**src/rtl/core/json_string_unescaper_top_macros.svh**
```systemverilog
// assertion macros shared by the json string unescaper rtl
// no dependencies; pulled in by files that carry concurrent assertions
`ifndef JSON_STRING_UNESCAPER_TOP_MACROS_SVH
`define JSON_STRING_UNESCAPER_TOP_MACROS_SVH

// same-cycle implication, checked outside reset
`define JSU_ASSERT_NOW(label, clk, rstn, ante, cons, msg) \
    label: assert property (@(posedge clk) disable iff (!(rstn)) (ante) |-> (cons)) \
        else $error(msg);

// next-cycle implication, checked outside reset
`define JSU_ASSERT_NEXT(label, clk, rstn, ante, cons, msg) \
    label: assert property (@(posedge clk) disable iff (!(rstn)) (ante) |=> (cons)) \
        else $error(msg);

`endif

```
**src/rtl/core/jsu_pkg.sv**
```systemverilog
// types and constants for the json string unescaper
// no dependencies; used by json_string_unescaper_top
package jsu_pkg;

    localparam int unsigned ByteW  = 8;
    localparam int unsigned ErrW   = 4;
    localparam int unsigned BurstN = 4;
    localparam int unsigned CntW   = 3;
    localparam int unsigned UserW  = 2 + ErrW;

    typedef enum logic [2:0] {
        MODE_IDLE    = 3'd0,
        MODE_BODY    = 3'd1,
        MODE_ESC     = 3'd2,
        MODE_HEX1    = 3'd3,
        MODE_NEED_BS = 3'd4,
        MODE_NEED_U  = 3'd5,
        MODE_HEX2    = 3'd6
    } parse_mode_t;

    typedef logic [ErrW-1:0] err_code_t;

    localparam err_code_t ERR_OK            = 4'd0;
    localparam err_code_t ERR_NO_OPEN_QUOTE = 4'd1;
    localparam err_code_t ERR_CONTROL       = 4'd2;
    localparam err_code_t ERR_TRUNC_ESC     = 4'd3;
    localparam err_code_t ERR_BAD_ESC       = 4'd4;
    localparam err_code_t ERR_TRUNC_UNI     = 4'd5;
    localparam err_code_t ERR_BAD_HEX       = 4'd6;
    localparam err_code_t ERR_HIGH_ALONE    = 4'd7;
    localparam err_code_t ERR_BAD_LOW       = 4'd8;
    localparam err_code_t ERR_UNPAIRED_LOW  = 4'd9;
    localparam err_code_t ERR_UNTERMINATED  = 4'd10;

    localparam logic [7:0] CH_QUOTE     = 8'h22;
    localparam logic [7:0] CH_BACKSLASH = 8'h5C;
    localparam logic [7:0] CH_SLASH     = 8'h2F;
    localparam logic [7:0] CH_B         = 8'h62;
    localparam logic [7:0] CH_F         = 8'h66;
    localparam logic [7:0] CH_N         = 8'h6E;
    localparam logic [7:0] CH_R         = 8'h72;
    localparam logic [7:0] CH_T         = 8'h74;
    localparam logic [7:0] CH_U         = 8'h75;
    localparam logic [7:0] CH_SPACE     = 8'h20;

    localparam logic [15:0] HIGH_SURR_LO = 16'hD800;
    localparam logic [15:0] HIGH_SURR_HI = 16'hDBFF;
    localparam logic [15:0] LOW_SURR_LO  = 16'hDC00;
    localparam logic [15:0] LOW_SURR_HI  = 16'hDFFF;
    localparam logic [20:0] SUPP_BASE    = 21'h10000;

endpackage

```
**src/rtl/core/json_string_unescaper_top.sv**
```systemverilog
// json string literal unescaper with utf-8 output, one byte in per transaction
// depends on jsu_pkg and json_string_unescaper_top_macros.svh
// a result is registered and appears on the m_ side in the cycle after its input transaction
// throughput: one input byte per cycle while each byte yields at most one result and m_tready is high;
//   a \u escape that expands to k utf-8 bytes holds s_tready low while the result register drains,
//   one byte per output transaction, until its last byte is leaving
// reset: aresetn synchronous active low; parser waits for an opening quote, results empty
`include "json_string_unescaper_top_macros.svh"

module json_string_unescaper_top (
    input  logic                       aclk,
    input  logic                       aresetn,
    // input byte stream
    input  logic                       s_tvalid,
    output logic                       s_tready,
    input  logic [jsu_pkg::ByteW-1:0]  s_tdata,   // [7:0] data_byte
    input  logic                       s_tuser,   // [0] input_ends
    // decoded result stream
    output logic                       m_tvalid,
    input  logic                       m_tready,
    output logic [jsu_pkg::ByteW-1:0]  m_tdata,   // [7:0] out_byte
    output logic [jsu_pkg::UserW-1:0]  m_tuser,   // [0] out_valid, [1] string_done,
                                                  // [5:2] error_code
    output logic                       m_tlast    // run_last
);

    // ------------------------------------------------------------------
    // parser state
    // ------------------------------------------------------------------
    jsu_pkg::parse_mode_t mode_reg, mode_next;
    logic [1:0]           hcnt_reg, hcnt_next;    // hex digits taken so far
    logic [15:0]          hacc_reg, hacc_next;    // value of those digits
    logic [9:0]           pend_reg, pend_next;    // high surrogate minus 0xd800

    // result register: up to four beats, first beat in the low byte
    logic [jsu_pkg::BurstN*jsu_pkg::ByteW-1:0] bytes_reg, bytes_next;
    logic [jsu_pkg::CntW-1:0]                  cnt_reg, cnt_next;
    logic                                      obyte_reg, obyte_next;
    logic                                      done_reg, done_next;
    jsu_pkg::err_code_t                        err_reg, err_next;

    // result of the byte being accepted
    logic [jsu_pkg::BurstN*jsu_pkg::ByteW-1:0] res_bytes;
    logic [jsu_pkg::CntW-1:0]                  res_n;
    logic                                      res_obyte;
    logic                                      res_done;
    jsu_pkg::err_code_t                        res_err;

    logic s_fire;
    logic m_fire;

    // ------------------------------------------------------------------
    // handshake: a new byte may enter while the last pending beat leaves
    // ------------------------------------------------------------------
    assign m_tvalid = (cnt_reg != '0);
    assign s_tready = (cnt_reg == '0)
                   || ((cnt_reg == jsu_pkg::CntW'(1)) && m_tready);
    assign s_fire   = s_tvalid && s_tready;
    assign m_fire   = m_tvalid && m_tready;

    assign m_tdata  = bytes_reg[jsu_pkg::ByteW-1:0];
    assign m_tuser  = {err_reg, done_reg, obyte_reg};
    assign m_tlast  = (cnt_reg == jsu_pkg::CntW'(1));

    // ------------------------------------------------------------------
    // byte classification shared by state and result logic
    // ------------------------------------------------------------------
    logic       is_dec, is_lc_hex, is_uc_hex, is_hex;
    logic [3:0] hex_val;
    logic [15:0] hex_word;       // accumulator with this digit appended
    logic        hex_last;       // this digit completes the escape
    logic        word_high;
    logic        word_low;

    assign is_dec    = (s_tdata >= 8'h30) && (s_tdata <= 8'h39);
    assign is_lc_hex = (s_tdata >= 8'h61) && (s_tdata <= 8'h66);
    assign is_uc_hex = (s_tdata >= 8'h41) && (s_tdata <= 8'h46);
    assign is_hex    = is_dec || is_lc_hex || is_uc_hex;
    // letters a-f and A-F both carry 1..6 in the low nibble
    assign hex_val   = is_dec ? s_tdata[3:0] : (s_tdata[3:0] + 4'd9);
    assign hex_word  = {hacc_reg[11:0], hex_val};
    assign hex_last  = (hcnt_reg == 2'd3);
    assign word_high = (hex_word >= jsu_pkg::HIGH_SURR_LO)
                    && (hex_word <= jsu_pkg::HIGH_SURR_HI);
    assign word_low  = (hex_word >= jsu_pkg::LOW_SURR_LO)
                    && (hex_word <= jsu_pkg::LOW_SURR_HI);

    // code point of a finished escape: plain bmp value or a surrogate pair
    logic [20:0] cp;
    assign cp = (mode_reg == jsu_pkg::MODE_HEX2)
              ? ({1'b0, pend_reg, hex_word[9:0]} + jsu_pkg::SUPP_BASE)
              : {5'd0, hex_word};

    // utf-8 encoding of cp
    logic [jsu_pkg::BurstN*jsu_pkg::ByteW-1:0] utf_bytes;
    logic [jsu_pkg::CntW-1:0]                  utf_n;

    always_comb begin
        if (cp < 21'h80) begin
            utf_n     = jsu_pkg::CntW'(1);
            utf_bytes = {24'd0, cp[7:0]};
        end else if (cp < 21'h800) begin
            utf_n     = jsu_pkg::CntW'(2);
            utf_bytes = {16'd0, 2'b10, cp[5:0], 3'b110, cp[10:6]};
        end else if (cp < 21'h10000) begin
            utf_n     = jsu_pkg::CntW'(3);
            utf_bytes = {8'd0, 2'b10, cp[5:0], 2'b10, cp[11:6], 4'b1110, cp[15:12]};
        end else begin
            utf_n     = jsu_pkg::CntW'(4);
            utf_bytes = {2'b10, cp[5:0], 2'b10, cp[11:6], 2'b10, cp[17:12],
                         5'b11110, cp[20:18]};
        end
    end

    // ------------------------------------------------------------------
    // next parser state
    // ------------------------------------------------------------------
    always_comb begin
        mode_next = mode_reg;
        hcnt_next = hcnt_reg;
        hacc_next = hacc_reg;
        pend_next = pend_reg;
        if (s_tuser) begin
            // end of source: any open string is an error, always back to waiting
            mode_next = jsu_pkg::MODE_IDLE;
            if (mode_reg != jsu_pkg::MODE_IDLE) begin
                hcnt_next = 2'd0;
                hacc_next = 16'd0;
            end
        end else begin
            unique case (mode_reg)
                jsu_pkg::MODE_BODY: begin
                    if (s_tdata == jsu_pkg::CH_QUOTE) begin
                        mode_next = jsu_pkg::MODE_IDLE;
                    end else if (s_tdata < jsu_pkg::CH_SPACE) begin
                        mode_next = jsu_pkg::MODE_IDLE;
                        hcnt_next = 2'd0;
                        hacc_next = 16'd0;
                    end else if (s_tdata == jsu_pkg::CH_BACKSLASH) begin
                        mode_next = jsu_pkg::MODE_ESC;
                    end
                end
                jsu_pkg::MODE_ESC: begin
                    case (s_tdata)
                        jsu_pkg::CH_U: begin
                            mode_next = jsu_pkg::MODE_HEX1;
                            hcnt_next = 2'd0;
                            hacc_next = 16'd0;
                        end
                        jsu_pkg::CH_QUOTE, jsu_pkg::CH_BACKSLASH, jsu_pkg::CH_SLASH,
                        jsu_pkg::CH_B, jsu_pkg::CH_F, jsu_pkg::CH_N,
                        jsu_pkg::CH_R, jsu_pkg::CH_T: begin
                            mode_next = jsu_pkg::MODE_BODY;
                        end
                        default: begin
                            mode_next = jsu_pkg::MODE_IDLE;
                            hcnt_next = 2'd0;
                            hacc_next = 16'd0;
                        end
                    endcase
                end
                jsu_pkg::MODE_HEX1, jsu_pkg::MODE_HEX2: begin
                    if (!is_hex) begin
                        mode_next = jsu_pkg::MODE_IDLE;
                        hcnt_next = 2'd0;
                        hacc_next = 16'd0;
                    end else if (!hex_last) begin
                        hacc_next = hex_word;
                        hcnt_next = hcnt_reg + 2'd1;
                    end else begin
                        hcnt_next = 2'd0;
                        hacc_next = 16'd0;
                        if (mode_reg == jsu_pkg::MODE_HEX1) begin
                            if (word_high) begin
                                pend_next = hex_word[9:0];
                                mode_next = jsu_pkg::MODE_NEED_BS;
                            end else if (word_low) begin
                                mode_next = jsu_pkg::MODE_IDLE;
                            end else begin
                                mode_next = jsu_pkg::MODE_BODY;
                            end
                        end else begin
                            mode_next = word_low ? jsu_pkg::MODE_BODY
                                                 : jsu_pkg::MODE_IDLE;
                        end
                    end
                end
                jsu_pkg::MODE_NEED_BS: begin
                    if (s_tdata == jsu_pkg::CH_BACKSLASH) begin
                        mode_next = jsu_pkg::MODE_NEED_U;
                    end else begin
                        mode_next = jsu_pkg::MODE_IDLE;
                        hcnt_next = 2'd0;
                        hacc_next = 16'd0;
                    end
                end
                jsu_pkg::MODE_NEED_U: begin
                    hcnt_next = 2'd0;
                    hacc_next = 16'd0;
                    mode_next = (s_tdata == jsu_pkg::CH_U) ? jsu_pkg::MODE_HEX2
                                                           : jsu_pkg::MODE_IDLE;
                end
                default: begin
                    // waiting for an opening quote (unused code behaves the same)
                    if (s_tdata == jsu_pkg::CH_QUOTE) begin
                        mode_next = jsu_pkg::MODE_BODY;
                    end else begin
                        mode_next = jsu_pkg::MODE_IDLE;
                        hcnt_next = 2'd0;
                        hacc_next = 16'd0;
                    end
                end
            endcase
        end
    end

    // ------------------------------------------------------------------
    // results caused by the byte being accepted
    // ------------------------------------------------------------------
    always_comb begin
        res_bytes = '0;
        res_n     = '0;
        res_obyte = 1'b0;
        res_done  = 1'b0;
        res_err   = jsu_pkg::ERR_OK;
        if (s_tuser) begin
            unique case (mode_reg)
                jsu_pkg::MODE_BODY:                        res_err = jsu_pkg::ERR_UNTERMINATED;
                jsu_pkg::MODE_ESC:                         res_err = jsu_pkg::ERR_TRUNC_ESC;
                jsu_pkg::MODE_HEX1, jsu_pkg::MODE_HEX2:    res_err = jsu_pkg::ERR_TRUNC_UNI;
                jsu_pkg::MODE_NEED_BS, jsu_pkg::MODE_NEED_U: res_err = jsu_pkg::ERR_HIGH_ALONE;
                default:                                   res_err = jsu_pkg::ERR_OK;
            endcase
            res_n = (res_err != jsu_pkg::ERR_OK) ? jsu_pkg::CntW'(1) : '0;
        end else begin
            unique case (mode_reg)
                jsu_pkg::MODE_BODY: begin
                    res_n = jsu_pkg::CntW'(1);
                    if (s_tdata == jsu_pkg::CH_QUOTE) begin
                        res_done = 1'b1;
                    end else if (s_tdata < jsu_pkg::CH_SPACE) begin
                        res_err = jsu_pkg::ERR_CONTROL;
                    end else if (s_tdata == jsu_pkg::CH_BACKSLASH) begin
                        res_n = '0;
                    end else begin
                        res_obyte = 1'b1;
                        res_bytes = {24'd0, s_tdata};
                    end
                end
                jsu_pkg::MODE_ESC: begin
                    res_n     = jsu_pkg::CntW'(1);
                    res_obyte = 1'b1;
                    case (s_tdata)
                        jsu_pkg::CH_U: begin
                            res_n     = '0;
                            res_obyte = 1'b0;
                        end
                        jsu_pkg::CH_QUOTE, jsu_pkg::CH_BACKSLASH,
                        jsu_pkg::CH_SLASH: res_bytes = {24'd0, s_tdata};
                        jsu_pkg::CH_B:     res_bytes = {24'd0, 8'h08};
                        jsu_pkg::CH_F:     res_bytes = {24'd0, 8'h0C};
                        jsu_pkg::CH_N:     res_bytes = {24'd0, 8'h0A};
                        jsu_pkg::CH_R:     res_bytes = {24'd0, 8'h0D};
                        jsu_pkg::CH_T:     res_bytes = {24'd0, 8'h09};
                        default: begin
                            res_obyte = 1'b0;
                            res_err   = jsu_pkg::ERR_BAD_ESC;
                        end
                    endcase
                end
                jsu_pkg::MODE_HEX1, jsu_pkg::MODE_HEX2: begin
                    if (!is_hex) begin
                        res_n   = jsu_pkg::CntW'(1);
                        res_err = jsu_pkg::ERR_BAD_HEX;
                    end else if (hex_last) begin
                        if ((mode_reg == jsu_pkg::MODE_HEX1) && word_high) begin
                            res_n = '0;
                        end else if ((mode_reg == jsu_pkg::MODE_HEX1) && word_low) begin
                            res_n   = jsu_pkg::CntW'(1);
                            res_err = jsu_pkg::ERR_UNPAIRED_LOW;
                        end else if ((mode_reg == jsu_pkg::MODE_HEX2) && !word_low) begin
                            res_n   = jsu_pkg::CntW'(1);
                            res_err = jsu_pkg::ERR_BAD_LOW;
                        end else begin
                            res_n     = utf_n;
                            res_obyte = 1'b1;
                            res_bytes = utf_bytes;
                        end
                    end
                end
                jsu_pkg::MODE_NEED_BS: begin
                    if (s_tdata != jsu_pkg::CH_BACKSLASH) begin
                        res_n   = jsu_pkg::CntW'(1);
                        res_err = jsu_pkg::ERR_HIGH_ALONE;
                    end
                end
                jsu_pkg::MODE_NEED_U: begin
                    if (s_tdata != jsu_pkg::CH_U) begin
                        res_n   = jsu_pkg::CntW'(1);
                        res_err = jsu_pkg::ERR_HIGH_ALONE;
                    end
                end
                default: begin
                    if (s_tdata != jsu_pkg::CH_QUOTE) begin
                        res_n   = jsu_pkg::CntW'(1);
                        res_err = jsu_pkg::ERR_NO_OPEN_QUOTE;
                    end
                end
            endcase
        end
    end

    // ------------------------------------------------------------------
    // result register: load on accept, shift one byte per output transaction
    // ------------------------------------------------------------------
    always_comb begin
        bytes_next = bytes_reg;
        cnt_next   = cnt_reg;
        obyte_next = obyte_reg;
        done_next  = done_reg;
        err_next   = err_reg;
        if (m_fire) begin
            bytes_next = {8'd0, bytes_reg[jsu_pkg::BurstN*jsu_pkg::ByteW-1:jsu_pkg::ByteW]};
            cnt_next   = cnt_reg - jsu_pkg::CntW'(1);
        end
        // s_fire implies the register is empty or emptying now
        if (s_fire) begin
            bytes_next = res_bytes;
            cnt_next   = res_n;
            obyte_next = res_obyte;
            done_next  = res_done;
            err_next   = res_err;
        end
    end

    always_ff @(posedge aclk) begin
        if (!aresetn) begin
            mode_reg <= jsu_pkg::MODE_IDLE;
            hcnt_reg <= 2'd0;
            hacc_reg <= 16'd0;
            pend_reg <= 10'd0;
            cnt_reg  <= '0;
        end else begin
            if (s_fire) begin
                mode_reg <= mode_next;
                hcnt_reg <= hcnt_next;
                hacc_reg <= hacc_next;
                pend_reg <= pend_next;
            end
            cnt_reg <= cnt_next;
        end
    end

    always_ff @(posedge aclk) begin
        bytes_reg <= bytes_next;
        obyte_reg <= obyte_next;
        done_reg  <= done_next;
        err_reg   <= err_next;
    end

    // ------------------------------------------------------------------
    // assertions
    // ------------------------------------------------------------------
    // a multi-beat run only ever carries utf-8 bytes
    `JSU_ASSERT_NOW(a_burst_is_data, aclk, aresetn, (cnt_reg > jsu_pkg::CntW'(1)), (obyte_reg && !done_reg && (err_reg == jsu_pkg::ERR_OK)), "multi-beat run carries a status result")
    // an error result is a single beat without data
    `JSU_ASSERT_NOW(a_err_single, aclk, aresetn, (m_tvalid && (err_reg != jsu_pkg::ERR_OK)), (m_tlast && !obyte_reg && (m_tdata == 8'd0)), "error result is not a lone empty beat")
    // a non-final beat taken leaves more beats pending
    `JSU_ASSERT_NEXT(a_run_continues, aclk, aresetn, (m_fire && !m_tlast), m_tvalid, "run ended before its last beat")
    // after an error is produced the parser waits for an opening quote
    `JSU_ASSERT_NEXT(a_err_to_idle, aclk, aresetn, (s_fire && (res_err != jsu_pkg::ERR_OK)), (mode_reg == jsu_pkg::MODE_IDLE), "parser left open after an error")

endmodule
```
**config.mk**
```make
export PLATFORM = sky130hd
export DESIGN_NAME = json_string_unescaper_top
export DESIGN_NICKNAME = d
export VERILOG_FILES = /design/src/rtl/core/jsu_pkg.sv /design/src/rtl/core/json_string_unescaper_top.sv
export VERILOG_INCLUDE_DIRS = /design/src /design/src/rtl/core
export SDC_FILE = /design/constraint.sdc
export NUM_CORES = 1
export LEC_CHECK = 0
export ABC_CLOCK_PERIOD_IN_PS = 2500
export BUFFER_PORTS_ARGS = -buffer_cell sky130_fd_sc_hd__buf_2
export CORE_AREA = 2 2 117 119
export DETAILED_ROUTE_END_ITERATION = 6
export DIE_AREA = 0 0 119 121
export PLACE_DENSITY_LB_ADDON = 0.25
export SYNTH_ARGS = -nofsm -noshare
export SYNTH_HDL_FRONTEND = slang
export SYNTH_SLANG_ARGS = --single-unit
```
**constraint.sdc**
```tcl
create_clock -name aclk -period 2.5 [get_ports aclk]
set_input_delay 0.125 -clock aclk [delete_from_list [all_inputs] [get_ports aclk]]
set_output_delay 0.125 -clock aclk [all_outputs]
set_load 0.02 [all_outputs]
```
==> results.yml <==
final_layout:
  diodes: 0
  layout.nets: 569
  largest_register_ffs: 29
  syn2layout_area_growth_pct: 18.5
  layout_commonest_cell: "nand2_1"
  final_cells: 727
  final_cell_mix: "nand2_1, buf_4, edfxtp_1"
  drive_above_1_share: 0.214
critical_path:
  critPathArrivalTime_ns: 2.61
  r2r-start: "pend_reg[6]"
  path_max_fanout: 8
  start_kind: "flip-flop"
  critPathCaptureType: "flip-flop"
  worstSetupPathType: "flip-flop to flip-flop"
  r2r_setup_slack_ns: 0.11
  worstRegToRegCells: 8
  r2r_end: "cnt_reg[1]"
  cp.required_ns: 2.72
min_path:
  min_to: "bytes_reg[7]"
  min_path_type: "primary input to flip-flop"
  holdPathStages: 2
  min_from: "s_tdata[7]"
clock_tree:
  clock_tree.root_cell: "clkbuf_16"
  htreeDepth: 3
  cts_hold_buf: 0
  cts_tree: "built"
  clk_pin_slew_ns: 0.06
  clk_latency_ns: 0.34
  clock-sinks: 65
  cts_buffers: 9
  cts_buffer_depth: 2
pwr:
  peakVddDrop_mv: 0.337
  powerDensity_nw_per_um2: 781
  p_leak_nw: 2.17
synth:
  synth_xor_area_frac: 0.00779
  syn_area_um2: 4500
  yosysTopAreaCell: "edfxtp_1"
  synthArstFlopShare: 0
  ys_top_cells_by_area: "edfxtp_1, dfxtp_1, mux2i_1"
  syn_inst: 500
  yosysWarnings: 0
  avgSynthCellArea_um2: 9.00
  synth_top_family_by_area: "simple AND/OR/NAND/NOR gates"
  synth_top_area_share: 0.234
  ys_ff_latch: 65
  synth_flop_cell: "edfxtp_1"
  yosysSeqAreaShare: 0.367
  synth_compound_area_frac: 0.196
  synthDistinctLibCells: 83
  synth_mux_area_frac: 0.0834
  synth_fp_nets: 523
  synthSimpleGateAreaFrac: 0.256
  yosys.area_share.adder: 0.0300
  synth_edf_count: 35
die:
  io_pins: 30
  die_area_um2: 14400
  die_w_um: 119
  die_h_um: 121
  initial_core_util: 0.344
  placementRows: 42
  core_um2: 13100
placement:
  place_inst: 711
  place.gp.congestion: 0.915
  dpl.hpwl_um: 9450
  numPortBuffers: 29
timing:
  finalHoldViolCount: 0
  setup_viol: 0
  tightest_slew_ns: 0.560
  tns_ns: 0
  rsz0062_at_grt: "yes"
  finalMaxSlewViolations: 0
  timing.fmax_mhz: 419
  min_period_ns: 2.39
  finalCritPeriodShare: 0.955
  slew_headroom: 0.624
  fin_worst_skew_ns: 0.00801
grt:
  antenna_found_initial: 0
  grt_max_degree: 32
  grt_overflow: 0
  grt.total_usage: 0.185
  grt_pass1_wl_um: 20900
  grt_pass1_vias: 3971
route:
  antenna_left: 0
  detail_route.first_pass.iterations: 5
  via_per_inst: 5.48
  route.detailed.drc: 0
  vias: 3981
  drt-initial-drc-count: 365
  wl_per_cell_um: 17.5
  wirelength_um: 12700
run:
  maxCapViolations: 0
outcome:
  outcome: "completed"
==> stage by stage <==
step	hold slack [ns]	setup WS (ns)	total power [W]	utilization	instance area, um2
floorplan	0.328	0.225	0.00252	-	4500
global placement	0.452	0.0752	0.00282	0.381	4990
detailed placement	0.469	0.0775	0.00283	0.381	4990
CTS	0.185	0.00191	0.00421	0.406	5310
global route	0.210	-0.0651	0.00437	0.408	5330
finish	0.203	0.114	0.00417	0.408	5330
==> logic make-up (layout without fill, tap and decap cells) <==
| logic type | Yosys count | count (layout) |
|---|---|---|
| AO/OA/AOI/OAI | 122 | 122 |
| XOR/XNOR | 4 | 4 |
| adder cells (fa/ha/maj) | 11 | 11 |
| buffers and inverters | 50 | 101 |
| flip-flops | 65 | 65 |
| multiplexers | 37 | 37 |
| AND/OR/NAND/NOR | 211 | 211 |
==> worst max-delay path by stage <==
stage	startpoint	slack (ns)	to	cells past startpoint
floorplan	pend_reg[6]	0.23	bytes_reg[3]	8
global placement	hacc_reg[11]	0.08	bytes_reg[5]	7
detailed placement	pend_reg[6]	0.08	bytes_reg[0]	6
CTS	pend_reg[6]	0.002	cnt_reg[1]	8
global route	pend_reg[6]	-0.07	bytes_reg[6]	8
finish	pend_reg[6]	0.11	cnt_reg[1]	8
==> cell type report <==
cell class	count	area, um2
inverter	11	41.3
fill	1281	7750
sequential	65	1650
timing repair buffer	74	495
tap	176	220
multi-input combinational	385	2600
clock buffer	9	225
clock inverter	7	101
==> timing repair <==
| action | in CTS | in global routing |
|---|---|---|
| setup buffers | 0 | 0 |
| setup endpoints to repair | 0 | 17 |
| resized for setup | 0 | 3 |
==> critical path, stage by stage, from the launching register on <==
cell,delay [ns]
dfxtp_1,0.33
ha_1,0.33
nor3b_2,0.24
o2111ai_1,0.25
a2111oi_4,0.47
buf_4,0.24
nor4_1,0.07
buf_4,0.15
o221a_1,0.20
==> report_power, final <==
| group | internal [W] | leakage (nW) | switching (W) |
|---|---|---|---|
| registers | 0.00152 | 0.596 | 0.0000945 |
| logic | 0.000436 | 1.42 | 0.000743 |
| clock network | 0.000880 | 0.153 | 0.000491 |
| total | 0.00284 | 2.17 | 0.00133 |
==> per-layer routing <==
metal | share of wire | GRT usage
met2 | 0.46 | 0.302
met5 | 0 | 0
met3 | 0.052 | 0.0334
met4 | 0.022 | 0.0647
met1 | 0.46 | 0.246
==> Yosys cell counts (3+ instances only) <==
library cell,n
nand2_1,76
edfxtp_1,35
mux2i_1,33
dfxtp_1,30
a21oi_1,25
nor2_1,23
nor2b_1,19
o21ai_0,16
clkbuf_1,15
nand2b_1,14
buf_4,13
nand3_1,13
nor3_1,13
ha_1,10
inv_1,10
a22oi_1,8
buf_2,8
o21ai_1,8
and2_1,7
o22ai_1,6
a21o_1,5
nor4_1,5
a211oi_1,4
a221o_1,4
a22o_1,4
a31oi_1,4
mux2_2,4
nand3b_1,4
nor3b_2,4
o21a_1,4
or3_1,4
a32oi_1,3
buf_6,3
nand4_1,3
xor2_1,3
No activity file was read; power rests on OpenSTA's default activity.
